==> src/rtl/glr_pkg.sv <==
package glr_pkg;

	localparam int MAX_SPAN     = 64;
	localparam int COORD_BITS   = 11;
	localparam int PIX_BITS     = 12;
	localparam int OFFSET_BITS  = 11;
	localparam int CHAN_BITS    = 8;
	localparam int NUM_CHAN     = 3;
	localparam int COLOR_BITS   = CHAN_BITS * NUM_CHAN;
	localparam int CNT_BITS     = $clog2(MAX_SPAN + 1);
	// Room for the start value plus one increment per emitted pixel, with sign.
	localparam int ERR_BITS     = COORD_BITS + CNT_BITS + 3;
	localparam int DIV_STEPS    = CHAN_BITS;
	localparam int DIV_CNT_BITS = $clog2(DIV_STEPS);
	localparam int QUEUE_DEPTH  = 2;
	localparam int QPTR_BITS    = $clog2(QUEUE_DEPTH);
	localparam int QCNT_BITS    = $clog2(QUEUE_DEPTH + 1);
	localparam int CFG_IDX_BITS = 2;

	localparam logic [CFG_IDX_BITS-1:0] REG_FLAT_COLOR   = 2'd0;
	localparam logic [CFG_IDX_BITS-1:0] REG_RAISED_COLOR = 2'd1;
	localparam logic [CFG_IDX_BITS-1:0] REG_PIXEL_OFFSET = 2'd2;

	localparam logic OP_X_MAJOR = 1'b0;
	localparam logic OP_Y_MAJOR = 1'b1;

	localparam logic [COLOR_BITS-1:0]  FLAT_COLOR_RESET   = 24'hFFFFFF;
	localparam logic [COLOR_BITS-1:0]  RAISED_COLOR_RESET = 24'h8B0000;
	localparam logic [OFFSET_BITS-1:0] PIXEL_OFFSET_RESET = 11'd100;

	typedef struct packed {
		logic                  opcode;
		logic [COORD_BITS-1:0] start_x;
		logic [COORD_BITS-1:0] start_y;
		logic [COORD_BITS-1:0] end_x;
		logic [COORD_BITS-1:0] end_y;
		logic                  start_raised;
		logic                  end_raised;
	} segment_t;

	typedef struct packed {
		logic [PIX_BITS-1:0]   pixel_x;
		logic [PIX_BITS-1:0]   pixel_y;
		logic [COLOR_BITS-1:0] pixel_color;
		logic                  last_pixel;
	} pixel_t;

	// Per channel blend: value = base +/- floor(mag * k / span), walked as
	// quotient qd and remainder rd of mag / span.
	typedef struct packed {
		logic [CHAN_BITS-1:0]  base;
		logic                  neg;
		logic [CHAN_BITS-1:0]  qd;
		logic [COORD_BITS-1:0] rd;
	} chan_t;

	typedef struct packed {
		logic                       steep;
		logic [COORD_BITS-1:0]      major;
		logic [COORD_BITS-1:0]      minor;
		logic signed [ERR_BITS-1:0] err;
		logic signed [ERR_BITS-1:0] inc_lt;
		logic signed [ERR_BITS-1:0] inc_ge;
		logic [CNT_BITS-1:0]        count;
		logic [COORD_BITS-1:0]      span;
		chan_t [NUM_CHAN-1:0]       chan;
	} job_t;

	typedef enum logic [1:0] {
		FE_IDLE,
		FE_DIV,
		FE_PUSH
	} front_state_t;

endpackage

==> src/rtl/glr_front.sv <==
module glr_front (
	input  logic                            clk,
	input  logic                            arst_n,
	input  logic                            push,
	output logic                            full,
	input  glr_pkg::segment_t               segment,
	input  logic [glr_pkg::COLOR_BITS-1:0]  flat_color,
	input  logic [glr_pkg::COLOR_BITS-1:0]  raised_color,
	input  logic                            q_full,
	output logic                            q_wr,
	output glr_pkg::job_t                   q_job
);
	import glr_pkg::*;

	front_state_t state_q, state_d;
	logic [DIV_CNT_BITS-1:0] div_cnt_q, div_cnt_d;
	job_t job_q, job_d;
	logic [CHAN_BITS-1:0]  num_q [NUM_CHAN];
	logic [CHAN_BITS-1:0]  num_d [NUM_CHAN];
	logic [COORD_BITS-1:0] rem_q [NUM_CHAN];
	logic [COORD_BITS-1:0] rem_d [NUM_CHAN];

	logic                         accept;
	logic                         steep;
	logic [COORD_BITS-1:0]        smaj, emaj, smin, emin;
	logic signed [COORD_BITS:0]   dmaj, dmin;
	logic signed [ERR_BITS-1:0]   dmaj_e, dmin_e;
	logic [COLOR_BITS-1:0]        cs, ce;
	logic [CHAN_BITS-1:0]         ca, cb;
	logic [COORD_BITS:0]          trial;
	logic                         fits;

	assign accept = push && !full;
	assign full   = (state_q != FE_IDLE);
	assign q_wr   = (state_q == FE_PUSH) && !q_full;

	always_comb begin
		q_job = job_q;
		for (int c = 0; c < NUM_CHAN; c++) begin
			q_job.chan[c].qd = num_q[c];
			q_job.chan[c].rd = rem_q[c];
		end
	end

	// Segment setup, taken straight from the input item.
	always_comb begin
		steep  = (segment.opcode == OP_Y_MAJOR);
		smaj   = steep ? segment.start_y : segment.start_x;
		emaj   = steep ? segment.end_y   : segment.end_x;
		smin   = steep ? segment.start_x : segment.start_y;
		emin   = steep ? segment.end_x   : segment.end_y;
		dmaj   = signed'({1'b0, emaj}) - signed'({1'b0, smaj});
		dmin   = signed'({1'b0, emin}) - signed'({1'b0, smin});
		dmaj_e = ERR_BITS'(dmaj);
		dmin_e = ERR_BITS'(dmin);
		cs     = segment.start_raised ? raised_color : flat_color;
		ce     = segment.end_raised   ? raised_color : flat_color;
	end

	always_comb begin
		state_d   = state_q;
		div_cnt_d = div_cnt_q;
		job_d     = job_q;
		ca        = '0;
		cb        = '0;
		trial     = '0;
		fits      = 1'b0;
		for (int c = 0; c < NUM_CHAN; c++) begin
			num_d[c] = num_q[c];
			rem_d[c] = rem_q[c];
		end
		case (state_q)
			FE_IDLE: begin
				if (accept) begin
					job_d.steep  = steep;
					job_d.major  = smaj;
					job_d.minor  = smin;
					job_d.err    = (dmin_e <<< 1) - dmaj_e;
					job_d.inc_lt = dmin_e <<< 1;
					job_d.inc_ge = (dmin_e - dmaj_e) <<< 1;
					job_d.count  = (dmaj >= MAX_SPAN) ? CNT_BITS'(MAX_SPAN) : CNT_BITS'(dmaj);
					job_d.span   = dmaj[COORD_BITS-1:0];
					for (int c = 0; c < NUM_CHAN; c++) begin
						ca = cs[c*CHAN_BITS +: CHAN_BITS];
						cb = ce[c*CHAN_BITS +: CHAN_BITS];
						job_d.chan[c].base = ca;
						job_d.chan[c].neg  = (cb < ca);
						job_d.chan[c].qd   = '0;
						job_d.chan[c].rd   = '0;
						num_d[c] = (cb < ca) ? (ca - cb) : (cb - ca);
						rem_d[c] = '0;
					end
					div_cnt_d = '0;
					// A segment that does not advance along its major axis draws nothing.
					if (dmaj > 0) begin
						state_d = FE_DIV;
					end
				end
			end
			FE_DIV: begin
				// Restoring division, one quotient bit per cycle; the quotient
				// shifts into the numerator register.
				for (int c = 0; c < NUM_CHAN; c++) begin
					trial    = {rem_q[c], num_q[c][CHAN_BITS-1]};
					fits     = (trial >= {1'b0, job_q.span});
					rem_d[c] = fits ? COORD_BITS'(trial - {1'b0, job_q.span})
					                : trial[COORD_BITS-1:0];
					num_d[c] = {num_q[c][CHAN_BITS-2:0], fits};
				end
				div_cnt_d = div_cnt_q + 1'b1;
				if (div_cnt_q == DIV_CNT_BITS'(DIV_STEPS - 1)) begin
					state_d = FE_PUSH;
				end
			end
			FE_PUSH: begin
				if (!q_full) begin
					state_d = FE_IDLE;
				end
			end
			default: begin
				state_d = FE_IDLE;
			end
		endcase
	end

	always_ff @(posedge clk or negedge arst_n) begin
		if (!arst_n) begin
			state_q   <= FE_IDLE;
			div_cnt_q <= '0;
		end else begin
			state_q   <= state_d;
			div_cnt_q <= div_cnt_d;
		end
	end

	always_ff @(posedge clk) begin
		job_q <= job_d;
		for (int c = 0; c < NUM_CHAN; c++) begin
			num_q[c] <= num_d[c];
			rem_q[c] <= rem_d[c];
		end
	end

endmodule

==> src/rtl/glr_queue.sv <==
module glr_queue (
	input  logic          clk,
	input  logic          arst_n,
	input  logic          wr,
	input  glr_pkg::job_t wr_job,
	output logic          full,
	input  logic          rd,
	output glr_pkg::job_t rd_job,
	output logic          empty
);
	import glr_pkg::*;

	job_t                 entry_q [QUEUE_DEPTH];
	logic [QPTR_BITS-1:0] wr_ptr_q, rd_ptr_q;
	logic [QCNT_BITS-1:0] fill_q;
	logic                 do_wr, do_rd;

	assign full   = (fill_q == QCNT_BITS'(QUEUE_DEPTH));
	assign empty  = (fill_q == '0);
	assign do_wr  = wr && !full;
	assign do_rd  = rd && !empty;
	assign rd_job = entry_q[rd_ptr_q];

	always_ff @(posedge clk or negedge arst_n) begin
		if (!arst_n) begin
			wr_ptr_q <= '0;
			rd_ptr_q <= '0;
			fill_q   <= '0;
		end else begin
			if (do_wr) begin
				wr_ptr_q <= (wr_ptr_q == QPTR_BITS'(QUEUE_DEPTH - 1)) ? '0 : wr_ptr_q + 1'b1;
			end
			if (do_rd) begin
				rd_ptr_q <= (rd_ptr_q == QPTR_BITS'(QUEUE_DEPTH - 1)) ? '0 : rd_ptr_q + 1'b1;
			end
			if (do_wr && !do_rd) begin
				fill_q <= fill_q + 1'b1;
			end else if (do_rd && !do_wr) begin
				fill_q <= fill_q - 1'b1;
			end
		end
	end

	always_ff @(posedge clk) begin
		if (do_wr) begin
			entry_q[wr_ptr_q] <= wr_job;
		end
	end

endmodule

==> src/rtl/glr_back.sv <==
module glr_back (
	input  logic                             clk,
	input  logic                             arst_n,
	input  logic                             q_empty,
	output logic                             q_rd,
	input  glr_pkg::job_t                    q_job,
	input  logic [glr_pkg::OFFSET_BITS-1:0]  pixel_offset,
	output logic                             empty,
	input  logic                             pop,
	output glr_pkg::pixel_t                  pixel
);
	import glr_pkg::*;

	job_t                       job_q;
	logic                       active_q;
	logic [CNT_BITS-1:0]        remaining_q;
	logic [COORD_BITS-1:0]      major_q, minor_q;
	logic signed [ERR_BITS-1:0] err_q;
	logic [CHAN_BITS-1:0]       acc_q  [NUM_CHAN];
	logic [COORD_BITS-1:0]      frac_q [NUM_CHAN];
	logic [CHAN_BITS-1:0]       acc_d  [NUM_CHAN];
	logic [COORD_BITS-1:0]      frac_d [NUM_CHAN];
	logic                       out_valid_q;
	pixel_t                     pixel_q, pixel_d;

	logic                  load, emit, last;
	logic [COORD_BITS-1:0] coord_x, coord_y;
	logic [COORD_BITS:0]   frac_sum;
	logic                  carry;
	logic                  frac_ok;

	assign load  = !active_q && !q_empty;
	assign q_rd  = load;
	assign emit  = active_q && (!out_valid_q || pop);
	assign last  = (remaining_q == CNT_BITS'(1));
	assign empty = !out_valid_q;
	assign pixel = pixel_q;

	always_comb begin
		coord_x  = job_q.steep ? minor_q : major_q;
		coord_y  = job_q.steep ? major_q : minor_q;
		frac_sum = '0;
		carry    = 1'b0;
		frac_ok  = 1'b1;
		pixel_d.pixel_x    = PIX_BITS'(coord_x) + PIX_BITS'(pixel_offset);
		pixel_d.pixel_y    = PIX_BITS'(coord_y) + PIX_BITS'(pixel_offset);
		pixel_d.last_pixel = last;
		pixel_d.pixel_color = '0;
		for (int c = 0; c < NUM_CHAN; c++) begin
			pixel_d.pixel_color[c*CHAN_BITS +: CHAN_BITS] = job_q.chan[c].neg
				? (job_q.chan[c].base - acc_q[c])
				: (job_q.chan[c].base + acc_q[c]);
			// Advance floor(mag * k / span) by one k: add the quotient and
			// carry one more whenever the remainder wraps past the span.
			frac_sum  = {1'b0, frac_q[c]} + {1'b0, job_q.chan[c].rd};
			carry     = (frac_sum >= {1'b0, job_q.span});
			frac_d[c] = carry ? COORD_BITS'(frac_sum - {1'b0, job_q.span})
			                  : frac_sum[COORD_BITS-1:0];
			acc_d[c]  = acc_q[c] + job_q.chan[c].qd + CHAN_BITS'(carry);
			frac_ok   = frac_ok && (frac_q[c] < job_q.span);
		end
	end

	always_ff @(posedge clk or negedge arst_n) begin
		if (!arst_n) begin
			active_q    <= 1'b0;
			remaining_q <= '0;
			out_valid_q <= 1'b0;
		end else begin
			if (load) begin
				active_q    <= 1'b1;
				remaining_q <= q_job.count;
			end else if (emit) begin
				remaining_q <= remaining_q - 1'b1;
				if (last) begin
					active_q <= 1'b0;
				end
			end
			if (emit) begin
				out_valid_q <= 1'b1;
			end else if (pop) begin
				out_valid_q <= 1'b0;
			end
		end
	end

	always_ff @(posedge clk) begin
		if (load) begin
			job_q   <= q_job;
			major_q <= q_job.major;
			minor_q <= q_job.minor;
			err_q   <= q_job.err;
			for (int c = 0; c < NUM_CHAN; c++) begin
				acc_q[c]  <= '0;
				frac_q[c] <= '0;
			end
		end else if (emit) begin
			major_q <= major_q + 1'b1;
			if (err_q < 0) begin
				err_q <= err_q + job_q.inc_lt;
			end else begin
				err_q   <= err_q + job_q.inc_ge;
				minor_q <= minor_q + 1'b1;
			end
			for (int c = 0; c < NUM_CHAN; c++) begin
				acc_q[c]  <= acc_d[c];
				frac_q[c] <= frac_d[c];
			end
		end
		if (emit) begin
			pixel_q <= pixel_d;
		end
	end

	a_active_has_work: assert property (@(posedge clk) disable iff (!arst_n)
		active_q |-> remaining_q != '0)
		else $error("walker active with no pixels left");

	a_last_ends_walk: assert property (@(posedge clk) disable iff (!arst_n)
		emit && last |=> !active_q && out_valid_q && pixel_q.last_pixel)
		else $error("walk did not end on its last pixel");

	a_blend_remainder: assert property (@(posedge clk) disable iff (!arst_n)
		emit |-> frac_ok)
		else $error("blend remainder reached the span");

	a_no_load_while_busy: assert property (@(posedge clk) disable iff (!arst_n)
		active_q && !(emit && last) |=> !$rose(pixel_q.last_pixel) || active_q == 1'b0 ||
			$past(last))
		else $error("segment boundary lost");

endmodule

==> src/rtl/gradient_line_rasterizer.sv <==
// Line rasterizer with a per-channel color blend between the two endpoints.
// Segments enter through a queue-style port: a segment transfers on a clock
// edge with push high and full low. Pixels leave the same way: while empty is
// low the oldest pixel is on the pixel port, and it transfers on an edge with
// pop high. Each segment yields one pixel per major-axis step, at most 64,
// and the final one carries last_pixel. A segment whose end does not lie past
// its start along the major axis yields no pixel at all.
// The front end takes one segment, runs it through a bit-serial divider per
// channel that splits the color delta by the span, and hands the job to a
// two-entry queue; full stays high while it divides and until the queue takes
// the job, so it takes no new segment before it is through with the last. The
// back end loads a job from the queue and then emits one pixel per cycle while
// the pixel side keeps up. The front end works on the next segment while the
// back end walks. When the pixel side stalls, the walker holds and the queue
// and then full push back on the segment side.
// The user must write the color and pad registers through cfg_wr_en,
// cfg_index and cfg_data only while the block is idle; the block itself does
// not enforce this. Reset empties the queue and output stage and restores the
// register defaults.
module gradient_line_rasterizer (
	input  logic                             clk,
	input  logic                             arst_n,
	input  logic                             push,
	output logic                             full,
	input  glr_pkg::segment_t                segment,
	output logic                             empty,
	input  logic                             pop,
	output glr_pkg::pixel_t                  pixel,
	input  logic                             cfg_wr_en,
	input  logic [glr_pkg::CFG_IDX_BITS-1:0] cfg_index,
	input  logic [glr_pkg::COLOR_BITS-1:0]   cfg_data
);
	import glr_pkg::*;

	logic [COLOR_BITS-1:0]  flat_color_q, raised_color_q;
	logic [OFFSET_BITS-1:0] pixel_offset_q;

	logic q_wr, q_full, q_rd, q_empty;
	job_t wr_job, rd_job;

	always_ff @(posedge clk or negedge arst_n) begin
		if (!arst_n) begin
			flat_color_q   <= FLAT_COLOR_RESET;
			raised_color_q <= RAISED_COLOR_RESET;
			pixel_offset_q <= PIXEL_OFFSET_RESET;
		end else if (cfg_wr_en) begin
			case (cfg_index)
				REG_FLAT_COLOR:   flat_color_q   <= cfg_data;
				REG_RAISED_COLOR: raised_color_q <= cfg_data;
				REG_PIXEL_OFFSET: pixel_offset_q <= cfg_data[OFFSET_BITS-1:0];
				default: begin
				end
			endcase
		end
	end

	glr_front u_front (
		.clk          (clk),
		.arst_n       (arst_n),
		.push         (push),
		.full         (full),
		.segment      (segment),
		.flat_color   (flat_color_q),
		.raised_color (raised_color_q),
		.q_full       (q_full),
		.q_wr         (q_wr),
		.q_job        (wr_job)
	);

	glr_queue u_queue (
		.clk    (clk),
		.arst_n (arst_n),
		.wr     (q_wr),
		.wr_job (wr_job),
		.full   (q_full),
		.rd     (q_rd),
		.rd_job (rd_job),
		.empty  (q_empty)
	);

	glr_back u_back (
		.clk          (clk),
		.arst_n       (arst_n),
		.q_empty      (q_empty),
		.q_rd         (q_rd),
		.q_job        (rd_job),
		.pixel_offset (pixel_offset_q),
		.empty        (empty),
		.pop          (pop),
		.pixel        (pixel)
	);

endmodule
==> config.mk <==
export PLATFORM = sky130hd
export DESIGN_NAME = gradient_line_rasterizer
export DESIGN_NICKNAME = d
export VERILOG_FILES = /design/src/rtl/glr_pkg.sv /design/src/rtl/glr_front.sv /design/src/rtl/glr_queue.sv /design/src/rtl/glr_back.sv /design/src/rtl/gradient_line_rasterizer.sv
export SDC_FILE = /design/constraint.sdc
export NUM_CORES = 1
export LEC_CHECK = 0
export BUFFER_PORTS_ARGS = -buffer_cell sky130_fd_sc_hd__buf_4
export CORE_MARGIN = 2
export CORE_UTILIZATION = 35
export CTS_CLUSTER_SIZE = 40
export DETAILED_ROUTE_END_ITERATION = 8
export HOLD_SLACK_MARGIN = 0.05
export SLEW_MARGIN = 20
export SYNTH_ARGS = -nofsm -noshare
export SYNTH_HDL_FRONTEND = slang
export SYNTH_SLANG_ARGS = --single-unit
==> constraint.sdc <==
create_clock -name clk -period 9.6 [get_ports clk]
set_input_delay 0.96 -clock clk [delete_from_list [all_inputs] [get_ports clk]]
set_output_delay 0.96 -clock clk [all_outputs]
set_load 0.005 [all_outputs]
# == Word level (Yosys, flattened, before mapping) ==
# Memories as Yosys holds them, arrays and structs flattened.
# Cells that the tools add are included.
# word_totals
register_bits,428
mem_bits_rw,486
in_bits,78
out_inout_bits,51
word_cells,222
mem_count,5
# mem_list
memory,depth,width,read_ports,rd_ports_with_merged_regs,wr,line,source
u_queue.entry_q,2,186,1,0,1,glr_queue.sv:13,job_t entry_q [QUEUE_DEPTH];
u_back.frac_q,3,11,3,0,3,glr_back.sv:20,logic [COORD_BITS-1:0] frac_q [NUM_CHAN];
u_front.rem_q,3,11,3,0,3,glr_front.sv:20,logic [COORD_BITS-1:0] rem_q [NUM_CHAN];
u_back.acc_q,3,8,3,0,3,glr_back.sv:19,logic [CHAN_BITS-1:0] acc_q [NUM_CHAN];
u_front.num_q,3,8,3,0,3,glr_front.sv:18,logic [CHAN_BITS-1:0] num_q [NUM_CHAN];
# op_classes
add_sub_neg,43
magnitude_cmp,12
eq_ne,12
mux,63
bitwise,6
reduce_logical,33
# op_table
operator,count
$mux W11,20
$ge A12 B11 Y1,6
$mux W24,3
$mux W8,9
$sub A8 B8 Y8,9
$pmux W33 S2,1
$sub A11 B11 Y11,6
$mux W21,3
$add A11 B11 Y12,5
$add A8 B8 Y8,6
$pmux W24 S2,1
$add A21 B21 Y21,2
$mux W33,1
$add A8 B1 Y8,3
$lt A8 B8 Y1,3
$sub A11 B11 Y12,2
$add A11 B1 Y11 const B,2
$lt A21 B1 Y1 const B,1
$mux W1,14
$mux W7,2
$reduce_and A2 Y1,7
$sub A13 B12 Y14,1
$sub A12 B12 Y13,1
$ge A12 B8 Y1 const B,1
23 further kinds,60

# == Logic depth before layout (Yosys ltp) ==
# Gate-level depths: netlist (run 1).
# depth
word_depth,8
ltp_mapped,25
mapped_depth_nobuf,24

# == Cells and area by module ==
# A second synthesis (run 1) with hierarchy kept.
# unflattened
hier_cells,3509
area_unflattened_um2,46708.5
# by_module_without_submodules
mod,n_inst,cells_per_inst,area_per_inst_um2,seq_area_each_um2
glr_back,1,1518,17556.8,8843.5
glr_queue,1,604,14172.3,11390.9
glr_front,1,1261,12727.2,5019.8
gradient_line_rasterizer,1,126,2252.2,1515.2

# == Worst setup path before layout (run 1) ==
# No wires, ideal clock.
# synth_path
kind,reg-to-reg
start,register u_front.state_q[0]
end,memory u_queue.entry_q[0][0] in the netlist's numbering (enable)
setup_ns,0.708
t_arrival_ns,7.951
t_required_ns,8.892
setup_slack_ns,0.942
path_stages_with_launch,4
n_path_buf,0
period_less_slack_ns,8.658
cell_sequence,dfrtp_1 nor2b_1 nor2b_1 nor2b_1
# synth_via
elab_chain_cells,5
# synth_lines
item,line,source
"start, declared",glr_front.sv:15,"front_state_t state_q, state_d;"
"start signal, assigned",glr_front.sv:131,state_q <= state_d;
$eq A2 B2 Y1,glr_front.sv:35,assign q_wr = (state_q == FE_PUSH) && !q_full;
$logic_and A1 B1 Y1,glr_front.sv:35,
$logic_and A1 B1 Y1,glr_queue.sv:20,assign do_wr = wr && !full;
net u_queue.do_wr,glr_queue.sv:16,"logic do_wr, do_rd;"
$mux W1,glr_queue.sv:45,if (do_wr) begin
$mux W1 (implied by the code),glr_queue.sv:46,entry_q[wr_ptr_q] <= wr_job;
"end, declared",glr_queue.sv:13,
# The timed path passes the listed nets, and every way through them passes these cells.

==> results.toml, run 1 <==
[pwr]
p_leak_nw = 18.7
power_w = 0.0152
seq_power_share_pct = 37.0
swShare_pct = 35.5
ir_worst_vdd_uv = 149
p_int_w = 0.00983
switching_power_w = 0.00541
p_per_area_nw_per_um2 = 312
p_clk_share_pct = 21.5
combinationalPowerShare_pct = 41.5

[place]
place.gp.congestion = 0.821
place_area_um2 = 46000
portBuffers = 128
hpwl_um = 63000

[timing]
slew_headroom_pct = 27.0
drv_slew = 0
min_period_ps = 5800
finalHoldViolations = 0
fmax_ghz = 0.172
fin_crit_sh_pct = 60.5
tns_ps = 0
fin_skew_ps = 20.9
worst_pin_slew_ps = 1090
finalSetupViolations = 0
rsz0062_at_grt = "false"

[route]
drc = 0
avgViaCountPerCell = 4.94
postRouteAntennaNets = 0
via_count = 25376
finalWirelength_um = 90300
drtIter0Drc = 1360
first_pass_iters = 5
wl_per_cell_um = 17.6

[clock_tree]
cts_buffers = 86
clock_path_buffers = 3
cts_resized = 0
cts_setup_buffers = 0
clkTransAtPathRegs_ps = 60
ctsRootBufferMaster = "clkbuf_16"
cts_hold_buf = 0
cts_htree_levels = 3
tritoncts = "yes"
cts_sinks = 835
worstSkewPairLatency_ps = 640

[synth]
synth_edf_count = 758
ys_seq_elements = 835
avgSynthCellArea_um2 = 13.1
synthCells = 3286
syn_area_um2 = 43100
synth_cell_types = 91
async_flop_share_pct = 9.22
ys_seq_area_share_pct = 57.4
yosys_warnings = 0
ys.flop_type = "edfxtp_1"
syn-num-nets = 3674

[critical_path]
crit_fanout = 14
end_kind = "flop"
ff2ff_path_depth = 22
required_ps = 9960
startpoint_type = "flop"
path_class = "flop to flop"
cp.arrival_ps = 6160

[floorplanning]
die_h_um = 355
core_um2 = 122000
start_util_pct = 35.3
num_io_pins = 129
die_x_um = 355
rows = 128
die_area_um2 = 126000

[global_route]
grt_use_met3_pct = 1.95
grt_max_degree = 164
use_met2_pct = 24.1
grt_overflow = 0
grt-busiest-layer = "met2"
gr-usage-met1_pct = 19.4
grt_pass1_vias = 25617
grt_pass1_wl_um = 144000
antenna_found_initial = 2
track_usage_pct = 14.3

[finish]
nNetsFinal = 3832
final_util_pct = 40.0
n_fill_cell = 11458
drive_gt1_share_pct = 17.2
syn_to_final_growth_pct = 13.2
fin_area_um2 = 48800

[job]
maxCapViolCount = 0

[worst_hold_path]
hold_class = "primary input to asynchronous set/reset pin"

[run_status]
status = "finished clean"
## through the flow
stage	cells	setup WS (ps)	hold WS [ps]
finish	5139	3800	228
global route	5138	3470	200
CTS	5138	3810	192
detailed placement	4981	3810	429
global placement	4981	3860	422
floorplan	3286	942	421
## cells by family (layout without fill, tap and decap cells)
group / count (synthesis) / after routing / share of synthesized area, %
other cells: 0 / 1 / 0
fa+ha+maj: 310 / 310 / 9.54
flops: 835 / 835 / 57.4
compound gates: 601 / 601 / 9.07
simple gates: 588 / 588 / 6.41
mux: 409 / 409 / 10.2
buf+inv: 319 / 546 / 2.82
xor+xnor: 224 / 224 / 4.55
## worst paths after layout
path                                          from                      end  slack, ps
worst min register to register  u_front.q_job[131]  u_queue.entry_q[1][129]        440
worst max-delay path              u_back.job_q[28]      u_back.acc_q[0][14]       3800
max in group asynchronous                   arst_n         u_queue.rd_ptr_q       8260
worst max register to register    u_back.job_q[28]      u_back.acc_q[0][14]       3800
worst min-delay path                        arst_n       raised_color_q[13]        230
min in group clk                u_front.q_job[131]  u_queue.entry_q[1][129]        440
## cells in the mapped netlist, drive strengths merged, types with 9 or more instances
cell type,n,area share (%)
a2111oi,10,0.22
a211oi,27,0.49
a21boi,13,0.23
a21o,57,0.99
a21oi,189,2.2
a31o,9,0.18
a31oi,17,0.28
and3,14,0.20
buf,21,0.22
clkbuf,60,0.52
dfrtp,46,2.7
dfstp,31,1.9
edfxtp,758,53
fa,31,1.4
ha,279,8.1
inv,237,2.1
mux2,241,6.3
mux2i,168,3.9
nand2,145,1.3
nand2b,27,0.39
nand3,36,0.42
nand4,17,0.25
nor2,200,1.8
nor2b,50,0.73
nor3,44,0.52
o211ai,20,0.35
o21a,21,0.37
o21ai,123,1.5
o21bai,25,0.44
o22ai,17,0.26
o31a,12,0.24
o31ai,11,0.20
or2,11,0.16
or3,11,0.16
xnor2,158,3.2
xor2,66,1.3
## routing by layer
metal | vias to the layer above | part of all wire [%]
met5 | - | 0
met4 | 0 | 2.0
met3 | 118 | 3.1
met2 | 357 | 48
met1 | 12400 | 47
li1 | 12501 | -
## power by group through the flow
stage | clock (W) | sequential (W) | combinational [W]
after floorplan | 0 | 0.00549 | 0.00491
after global placement | 0 | 0.00567 | 0.00625
after detailed placement | 0 | 0.00570 | 0.00631
after CTS | 0.00337 | 0.00564 | 0.00636
after global routing | 0.00349 | 0.00572 | 0.00712
final | 0.00328 | 0.00563 | 0.00633
## layout by cell type (no fill, tap or decap), types with 43 or more instances in the layout
master / n
edfxtp_1: 758
ha_1: 279
mux2_2: 239
inv_1: 231
nor2_1: 199
a21oi_1: 186
mux2i_1: 168
xnor2_1: 158
buf_4: 149
nand2_1: 143
o21ai_0: 100
clkbuf_16: 90
xor2_1: 66
a21o_1: 57
nor2b_1: 48
dfrtp_1: 45
nor3_1: 43
## sequential cells by signal, summed over array words and instances (netlist names), 33 cells and up
name	count
u_back.frac_q	33
u_queue.entry_q	326
u_front.rem_q	33
u_front.q_job	106
u_back.pixel	49
u_back.job_q	121
## final cells by class
type                            count  area, um^2  area share (%)
Antenna cell                        1        2.50         0.00513
Timing Repair Buffer              151        1160            2.38
Sequential cell                   835       24700            50.7
Inverter                          238         903            1.85
Clock buffer                      112        2390            4.91
Multi-Input combinational cell   2132       17200            35.2
Tap cell                         1625        2030            4.17
Clock inverter                     45         383           0.785
## critical path: stages, from the launching register on
cell	delay, ps
edfxtp_1	370
ha_1	240
fa_1	410
a21o_1	180
a21oi_1	290
o211ai_1	180
a31o_2	280
a21oi_1	180
xnor2_1	170
ha_1	300
nor2b_1	140
a2111oi_0	400
o311a_2	530
inv_1	220
fa_1	440
fa_1	420
a21oi_1	160
o21bai_1	100
a21oi_1	160
nor2_1	50
nor2_1	110
xor2_1	160
nor2_1	50
(Power assumes the default switching activity.)
==> run 2, diff against run 1 <==
==> constraint.sdc (replaced) <==
create_clock -name clk -period 5 [get_ports clk]
set_input_delay 0.5 -clock clk [delete_from_list [all_inputs] [get_ports clk]]
set_output_delay 0.5 -clock clk [all_outputs]
set_load 0.005 [all_outputs]
==> run 2 against run 1 <==
Effect of this change: sequential cell count unchanged; wire length is 2.9% higher; clock skew rose by 3.6 ps; global-route usage rose by 0.35 points; largest cell class unchanged; largest power group unchanged; design area rose by 1.2%; count of clock-buffer cells in the layout rose by 1.
==> results.toml, run 2 (synthesis gave the netlist of run 1 again) <==
[floorplanning]
core_um2 = 122000
num_io_pins = 129
die_area_um2 = 126000
die_h_um = 355
start_util_pct = 35.3
die_x_um = 355
rows = 128

[route]
finalWirelength_um = 92900
drc = 0
wl_per_cell_um = 17.9
avgViaCountPerCell = 4.96
first_pass_iters = 7
via_count = 25748
drtIter0Drc = 1629
postRouteAntennaNets = 0

[finish]
n_fill_cell = 11409
top_register = "u_queue.entry_q"
fin_area_um2 = 49400
drive_gt1_share_pct = 19.3
final_cells = 5193
final_common_cell = "edfxtp_1"
nNetsFinal = 3885
syn_to_final_growth_pct = 14.6
layout_common_cells = "edfxtp_1, ha_1, mux2_2"
diodes = 0
largest_reg_flops = 326

[clock_tree]
cts_htree_levels = 3
clock_path_buffers = 3
cts_sinks = 835
worstSkewPairLatency_ps = 650
tritoncts = "yes"
clkTransAtPathRegs_ps = 60
ctsRootBufferMaster = "clkbuf_16"
cts_buffers = 88

[place]
place.gp.congestion = 0.845
pre_cts_slack_ps = -25.6
dp_cells = 5025
place_area_um2 = 46400
portBuffers = 128
hpwl_um = 65200

[timing]
fin_skew_ps = 24.5
tns_ps = 0
min_period_ps = 4790
worst_pin_slew_ps = 1100
fin_crit_sh_pct = 95.8
setup_ws_ps = 210
finalSetupViolations = 0
fmax_ghz = 0.209
drv_slew = 0
slew_headroom_pct = 26.2
finalHoldViolations = 0

[pwr]
ir_worst_vdd_uv = 292
p_leak_nw = 19.0
p_per_area_nw_per_um2 = 606
seq_power_share_pct = 36.2
combinationalPowerShare_pct = 42.4
p_int_w = 0.0193
switching_power_w = 0.0107
swShare_pct = 35.6
power_w = 0.0299
p_clk_share_pct = 21.4

[worst_hold_path]
hold_class = "primary input to flop"
hold_depth = 2
hp-start = "cfg_data[4]"
hold_end = "pixel_offset_q[4]"

[critical_path]
r2r_start = "u_back.job_q[28]"
path_class = "flop to flop"
ff2ff_path_depth = 22
slowest_delay_ps = 380
end_kind = "flop"
crit_fanout = 3
ff2ff_setup_slack_ps = 210
cp_slowest_cell = "fa_1"
cp.arrival_ps = 5160
worstPathCellList = "ha_2, fa_1, a21o_1, a21oi_2, o211ai_1, a31o_2, a21oi_2, xnor2_2, ha_1, nor2b_1, a2111oi_2, o311a_2, inv_1, fa_2, fa_2, a21oi_2, o21bai_1, a21oi_1, nor2_1, nor2_1, xor2_1, nor2_1"
startpoint_type = "flop"
startpoint = "u_back.job_q[28]"
r2r_end = "u_back.acc_q[0][14]"
path_delay_family = "compound AO/OA/AOI/OAI gates"
critPathBufInv = 1
required_ps = 5370

[global_route]
grt_overflow = 0
antenna_found_initial = 4
grt_max_degree = 102
grt_pass1_wl_um = 146000
grt_pass1_vias = 25846
track_usage_pct = 14.7

[run_status]
status = "finished clean"

[job]
maxCapViolCount = 0
[run 2: changes by cell type in the layout (fill, tap and decap cells not counted), moves of 3 or more]
cell / change
a21oi_1: -11
fa_1: -6
clkinv_2: +6
buf_4: +47
clkinv_1: -3
buf_12: +3
fa_2: +6
a21oi_2: +11
ha_1: -3
[run 2: how the worst max path moves through the flow]
stage | slack, ps | endpoint | cells after the start
detailed placement | -30 | u_back.acc_q[0][14] | 22
global route | -30 | u_back.acc_q[0][14] | 22
CTS | 20 | u_back.acc_q[0][14] | 22
finish | 210 | u_back.acc_q[0][14] | 22
global placement | -9 | u_back.acc_q[0][6] | 24
floorplan | 70 | u_back.acc_q[0][14] | 23
[run 2: power by group through the flow]
| stage | clock (W) | combinational, W | sequential (W) |
|---|---|---|---|
| 6_report | 0.00640 | 0.0127 | 0.0108 |
| 5_1_grt | 0.00684 | 0.0142 | 0.0110 |
| 4_1_cts | 0.00658 | 0.0126 | 0.0108 |
| 3_5_place_dp | 0 | 0.0124 | 0.0110 |
| 3_3_place_gp | 0 | 0.0123 | 0.0109 |
| 2_1_floorplan | 0 | 0.00943 | 0.0105 |
[run 2: area by class of cell]
class	count	area, um^2	share of cell area [%]
Tap cell	1625	2030	4.12
Timing Repair Buffer	202	1580	3.20
Clock inverter	48	442	0.894
Multi-Input combinational cell	2132	17300	35.0
Inverter	238	903	1.83
Sequential cell	835	24700	50.1
Clock buffer	113	2390	4.84
[run 2: what timing repair did]
action / 4_1_cts / 5_1_grt
endpoints found under the hold margin: 22 / 0
setup buffers: 1 / 5
setup endpoints to repair: 3 / 10
hold buffers: 1 / 0
gates resized for setup: 5 / 27
pin swaps: 5 / 18
[run 2: layer usage]
metal | vias up | global-route usage [%] | part of all wire (%)
li1 | 12617 | - | -
met1 | 12589 | 19.6 | 46
met2 | 433 | 25.0 | 49
met3 | 109 | 1.78 | 3.7
met4 | 0 | 4.19 | 2.0
met5 | - | 0 | 0
[run 2: through the flow]
step	hold slack (ps)	utilization (%)
final	105	40.5
after global routing	76.4	40.5
after CTS	51.5	40.3
after detailed placement	430	38.0
after global placement	423	38.0
after floorplan	204	-
